**config.mk**
```make
export PLATFORM = sky130hd
export DESIGN_NAME = bgpc_cell
export DESIGN_NICKNAME = d
export VERILOG_FILES = /design/src/hdl/blocked_grid_path_counter_core_defines.svh /design/src/hdl/bgpc_pkg.sv /design/src/hdl/bgpc_cell.sv
export SDC_FILE = /design/constraint.sdc
export NUM_CORES = 1
export LEC_CHECK = 0
export ABC_AREA = 1
export BUFFER_PORTS_ARGS = -buffer_cell sky130_fd_sc_hd__buf_2
export CAP_MARGIN = 10
export CORE_AREA = 2 2 121 182
export CTS_BUF_LIST = sky130_fd_sc_hd__clkbuf_4 sky130_fd_sc_hd__clkbuf_8 sky130_fd_sc_hd__clkbuf_16
export DETAILED_ROUTE_END_ITERATION = 10
export DIE_AREA = 0 0 123 184
export SLEW_MARGIN = 15
export SYNTH_ARGS = -nofsm -noshare
export SYNTH_HDL_FRONTEND = slang
export SYNTH_SLANG_ARGS = --single-unit
```
**constraint.sdc**
```tcl
create_clock -name clk -period 4.5 [get_ports clk]
set_clock_uncertainty 0.2 [all_clocks]
set_input_delay 0.9 -clock clk [delete_from_list [all_inputs] [get_ports clk]]
set_output_delay 0.9 -clock clk [all_outputs]
set_load 0.005 [all_outputs]
```
**src/hdl/blocked_grid_path_counter_core_defines.svh**
```systemverilog
// Assertion macros for the blocked grid path counter.
// Included by the top level; no other dependencies.
`ifndef BLOCKED_GRID_PATH_COUNTER_CORE_DEFINES_SVH
`define BLOCKED_GRID_PATH_COUNTER_CORE_DEFINES_SVH

// same-cycle implication, sampled on clk, off during reset
`define BGPC_ASSERT_NOW(label, ante, cons) \
    label: assert property (@(posedge clk) disable iff (!rst_n) (ante) |-> (cons)) \
        else $error("bgpc check failed");

// next-cycle implication
`define BGPC_ASSERT_NEXT(label, ante, cons) \
    label: assert property (@(posedge clk) disable iff (!rst_n) (ante) |=> (cons)) \
        else $error("bgpc check failed");

`endif

```
**src/hdl/bgpc_pkg.sv**
```systemverilog
// Shared constants and types for the blocked grid path counter.
// No dependencies.
`timescale 1ns / 1ps

package bgpc_pkg;

    localparam int MAX_DIM = 64;
    localparam int SIDE    = MAX_DIM + 1;
    localparam int DIAGS   = 2 * MAX_DIM + 1;
    localparam int COORD_W = 7;
    localparam int ROW_W   = $clog2(SIDE);
    localparam int DIAG_W  = $clog2(DIAGS);
    localparam int CNT_W   = 64;

    localparam logic OP_MARK  = 1'b0;
    localparam logic OP_COUNT = 1'b1;

    localparam logic CFG_GRID_WIDTH  = 1'b0;
    localparam logic CFG_GRID_HEIGHT = 1'b1;

    typedef struct packed {
        logic step_en;
        logic first_col;
        logic clear_ovf;
    } cell_ctl_t;

endpackage

```
**src/hdl/bgpc_cell.sv**
```systemverilog
// One row of the wavefront: holds the running path count of its y and a sticky overflow.
// Depends on bgpc_pkg.
`timescale 1ns / 1ps

module bgpc_cell (
    input  logic                      clk,
    input  logic                      rst_n,
    input  bgpc_pkg::cell_ctl_t       ctl,
    input  logic                      up,
    input  logic                      rt,
    input  logic [bgpc_pkg::CNT_W-1:0] below,
    output logic [bgpc_pkg::CNT_W-1:0] count,
    output logic                      ovf
);
    import bgpc_pkg::*;

    logic [CNT_W-1:0] count_reg;
    logic [CNT_W-1:0] count_next;
    logic             ovf_reg;
    logic [CNT_W-1:0] left;
    logic [CNT_W-1:0] from_below;
    logic [CNT_W-1:0] from_left;
    logic [CNT_W:0]   sum;

    always_comb
    begin
        left       = ctl.first_col ? '0 : count_reg;
        from_below = up ? '0 : below;
        from_left  = rt ? '0 : left;
        sum        = {1'b0, from_below} + {1'b0, from_left};
        count_next = sum[CNT_W] ? '1 : sum[CNT_W-1:0];
    end

    always_ff @(posedge clk)
    begin
        if (ctl.step_en)
            count_reg <= count_next;
    end

    always_ff @(posedge clk or negedge rst_n)
    begin
        if (!rst_n)
            ovf_reg <= 1'b0;
        else if (ctl.clear_ovf && !ctl.step_en)
            ovf_reg <= 1'b0;
        else if (ctl.step_en)
            ovf_reg <= sum[CNT_W] || (ovf_reg && !ctl.clear_ovf);
    end

    assign count = count_reg;
    assign ovf   = ovf_reg;

endmodule
```
== Word-level counts from Yosys, hierarchy flattened ==
Index checks and enable logic that the tools add are counted.
Operators by class
  $add $sub $neg: 1
  multiplexer cells: 5
  reductions and logical operators: 6
Operators with widths (count)
  two-way mux 64 bit: 3
  adder 64 x 64 -> 65 bit: 1
  logical AND 1 bit: 2
  zero test 1 bit: 2
  two-way mux 1 bit: 2
  nonzero test 2 bit: 1
  logical OR 1 bit: 1
Word-level totals
  output and inout bits: 65
  logic and storage cells: 14
  input bits: 71
  register bits: 65

== Longest topological paths before layout ==
  depth in word-level cells: 6
  mapped depth: 19
  gate-level depth less buffers: 17

== Worst setup path after synthesis ==
Ideal clock, no wire load.
  kind: input -> register
  start point: input rt
  end point: register count_reg[39] (netlist: count[39]), data pin
  setup time: 0.260 ns
  data required time: 4.040 ns
  slack: 0.639 ns
  data arrival time: 3.401 ns
  cell stages on the path: 17
  buffers on the path: 3
  cells stage by stage: or2_2 clkbuf_1 clkbuf_1 nor2_1 ha_1 fa_1 nand3_1 nand3_2 nand2_1 nand2_1 nand2_1 nand2_2 nand2_1 nand2_2 a21oi_4 buf_6 nand3_1
On the way
  longest elaborated chain between the ends: 2
RTL lines
  from (decl): RTL line bgpc_cell.sv:10  | input logic rt,
  two-way mux 64 bit: RTL line bgpc_cell.sv:29  | from_left = rt ? '0 : left;
  adder 64 x 64 -> 65 bit: RTL line bgpc_cell.sv:30  | sum = {1'b0, from_below} + {1'b0, from_left};
  to (signal assigned): RTL line bgpc_cell.sv:37  | count_reg <= count_next;
  to (decl): RTL line bgpc_cell.sv:17  | logic [CNT_W-1:0] count_reg;
No other way between the ends.
A chain may end at the register's enable or synchronous reset.

== Final worst setup path ==
  start point: input rt
  end point: register count_reg[49] (netlist: count[49]), data pin
Same word-level chain as after synthesis.

==> summary.txt <==
Routing
  – Drt pass-1 iters: 10
  – Post-route DRC: 1
  – Vias after detailed routing: 10100
  – DRT antenna net count: 0
  – Drt via density: ~4.7
  – Routed len/inst: 16.2 um
  – Total Wirelength: 34600 um
  – Initial drt markers: between 500 and 600

STA
  – Maximum clock frequency: 0.270 GHz
  – Slew HR: 34.9%
  – Setup-failing EPs final: 0
  – Slew Viols, Final: 0
  – Final min period: 3.70 ns
  – Final Worst Setup Slack: around 0.80 ns
  – Worst-Margin Slew: 0.977 ns
  – Post-route clock period utilization: between 80% and 90%
  – Hold WS: about 0.10 ns
  – RSZ-0062 raised after global routing: no
  – Final Hold Vio Count: 0
  – TNS Setup: 0 ns

Finish
  – Most common cell after layout, fill and taps aside: nand2_1
  – Max reg flops: 64
  – Fillcell total: 2412
  – # nets final: 2005
  – Most frequent cells in the layout: 640 x nand2_1, 490 x inv_1, 236 x nor2_1, 135 x buf_2, 93 x nand3_1
  – Diode count: 0
  – Layout cells sized above 1: 9.12%
  – Synth-to-layout area growth: 13.8%
  – Final instance area: 0.0106 mm^2
  – Post-layout util: 50.7%

Place
  – Post-place setup slack: approximately 0.47 ns
  – Dpl hpwl: 29500 um
  – Port bufs: 135
  – Post-DP Area: 0.0103 mm^2
  – GP Congestion: 1.03

Clock tree
  – CTS max path bufs: 2
  – CTS Sinks: 65
  – Total CTS buffers: 9
  – Clock tree root driver cell: clkbuf_16
  – CTS resizes: 0
  – # hold bufs at CTS: 0
  – Setup bufs post-CTS: 0
  – Clock transition at path regs: 0.06 ns
  – H-tree depth: 3
  – Clock Latency Late Sink: between 0.3 and 0.4 ns
  – CTS tree: done

Global routing
  – Largest net degree at the start of global routing: 66
  – Vias in the first global route: 9760
  – First-pass GRT wire length: 51800 um
  – Initial antenna violation count: 0
  – Tot GR Track Use: 31.2%
  – Grt total ovfl: 0

Power and ir drop
  – Sw frac: 33.2%
  – Comb power frac: 27.4%
  – P_leak: 0.00709 uW
  – Pwr Density: 207 mW/mm^2
  – Psw: ~730 uW
  – Int Power: 1470 uW
  – Maximum vdd ir drop: about 160 uV
  – Clock power frac: 36.7%
  – Seq pwr share: around 36%

Synthesis
  – Synthesized Nets: 1872
  – Top cell type by total area after synthesis: nand2_1
  – Mean area per synthesized cell: 5.38 um^2
  – Dominant cells by area after synthesis: nand2_1 26%, edfxtp_1 21%, inv_1 20%, nor2_1 9.5%, ha_1 8.6%
  – Seq/Total Area, Yosys: 20.8%
  – Mapped Area: 0.00934 mm^2
  – Mapped Cells: around 1700
  – Post-synthesis cell type count: 26
  – Synth warn: 0
  – Synth Register Bits: 65
  – Most used DFF post-synth: edfxtp_1
  – Post-synth top area share: 25.7%
  – Ys async rst share: 1.54%
  – EDFF count, synth: 64

Floorplan
  – Die height: 184 um
  – Die area: approximately 0.023 mm^2
  – Core Box Area: 0.0210 mm^2
  – I/O pin cnt: roughly 140
  – FP Rows: 65
  – Die Wd: 123 um
  – Initial Util: between 40% and 50%

Setup path
  – Worst-path cell with the longest stage delay: or2_2
  – Crit Path Category: primary input to flip-flop
  – CP arrival: between 3 and 4 ns
  – Critical Path Start: rt
  – Reg2reg path depth: 15
  – RR Startpoint: count[0]
  – Most used cell, CP: nand2_1
  – CP cell instances: buf_2, or2_2, buf_4, nor2_1, ha_1, nand2_1, nand2_1, a21oi_1, a21oi_1, nor2_1, nand2_1, a21oi_4, buf_12, nand3_1
  – CP Capture Type: flip-flop
  – CP startpoint kind: primary input
  – Crit path required time: 4.40 ns
  – CP max stage delay: 0.39 ns
  – Worst Path Max Fanout: 49

Outcome
  – Violated checks: design-rule violations
  – Status: complete, but fails checks

Job
  – Max-cap violations: 0

Hold path
  – Hold crit path type: primary input to async pin
-- cell type report --
cell class / instances / area (um^2) / share of cell area, %
multi-input cells: 1161 / 5430 / 51.1
flip-flops and latches: 65 / 1950 / 18.3
inverters: 490 / 1840 / 17.3
repair buffers: 142 / 753 / 7.09
well taps: 268 / 335 / 3.15
clock buffers: 14 / 288 / 2.71
clock inverters: 2 / 35.0 / 0.330
-- per-layer routing --
metal  global-route usage (%)  wire, um  share of wire, %
met1                     31.0     12800                37
met4                     16.5      1900               5.5
met5                        0         0                 0
met2                     61.2     18800                54
met3                     3.50      1030               3.0
-- final timing paths --
check	to	slack, ns
min	ovf	0.10
max in group asynchronous	ovf	3.92
max	count[49]	0.80
max reg2reg	count[49]	1.28
min in group clk	ovf	0.29
min reg2reg	ovf	0.29
-- cells in the mapped netlist (2+ instances only) --
| library cell | instances |
|---|---|
| and2_1 | 4 |
| nand2_2 | 4 |
| nor3_1 | 7 |
| nor2_1 | 236 |
| o21ai_0 | 4 |
| nand4_1 | 19 |
| clkbuf_1 | 12 |
| nand3_2 | 6 |
| inv_1 | 490 |
| buf_1 | 2 |
| and3_1 | 4 |
| buf_6 | 6 |
| edfxtp_1 | 64 |
| nand2_1 | 640 |
| a21oi_1 | 39 |
| xor2_1 | 30 |
| nand3_1 | 93 |
| nor4_1 | 5 |
| ha_1 | 64 |
-- worst max-delay path, delay by kind of cell --
family                   cells  cell delay [ns]
AO/OA/AOI/OAI                3             0.56
adder cells (fa/ha/maj)      1             0.31
buffers and inverters        3             0.61
AND/OR/NAND/NOR              7             1.16
-- power by group through the flow --
| stage | Sequential [uW] | Combinational (uW) | Clock [uW] |
|---|---|---|---|
| final | 788 | 603 | 808 |
| after CTS | 789 | 608 | 820 |
| after detailed placement | 800 | 606 | 0 |
| after floorplan | 796 | 369 | 0 |
| after global placement | 800 | 600 | 0 |
| after global routing | 795 | 687 | 838 |
-- kinds of logic (layout without fill, tap and decap cells) --
logic type | count (synthesis) | in the layout | synth area share (%)
buf+inv | 510 | 648 | 21.0
simple gates | 1020 | 1020 | 43.9
fa+ha+maj | 65 | 65 | 8.79
compound gates | 45 | 45 | 2.56
flops | 65 | 65 | 20.8
xor+xnor | 31 | 31 | 2.91
-- metrics by stage --
| stage | power [uW] | cells |
|---|---|---|
| 2_1_floorplan | 1170 | 1736 |
| 3_5_place_dp | 1410 | 2126 |
| 3_3_place_gp | 1400 | 2126 |
| 4_1_cts | 2220 | 2142 |
| 6_report | 2200 | 2142 |
| 5_1_grt | 2320 | 2142 |
Power figures use the tool's default switching activity.
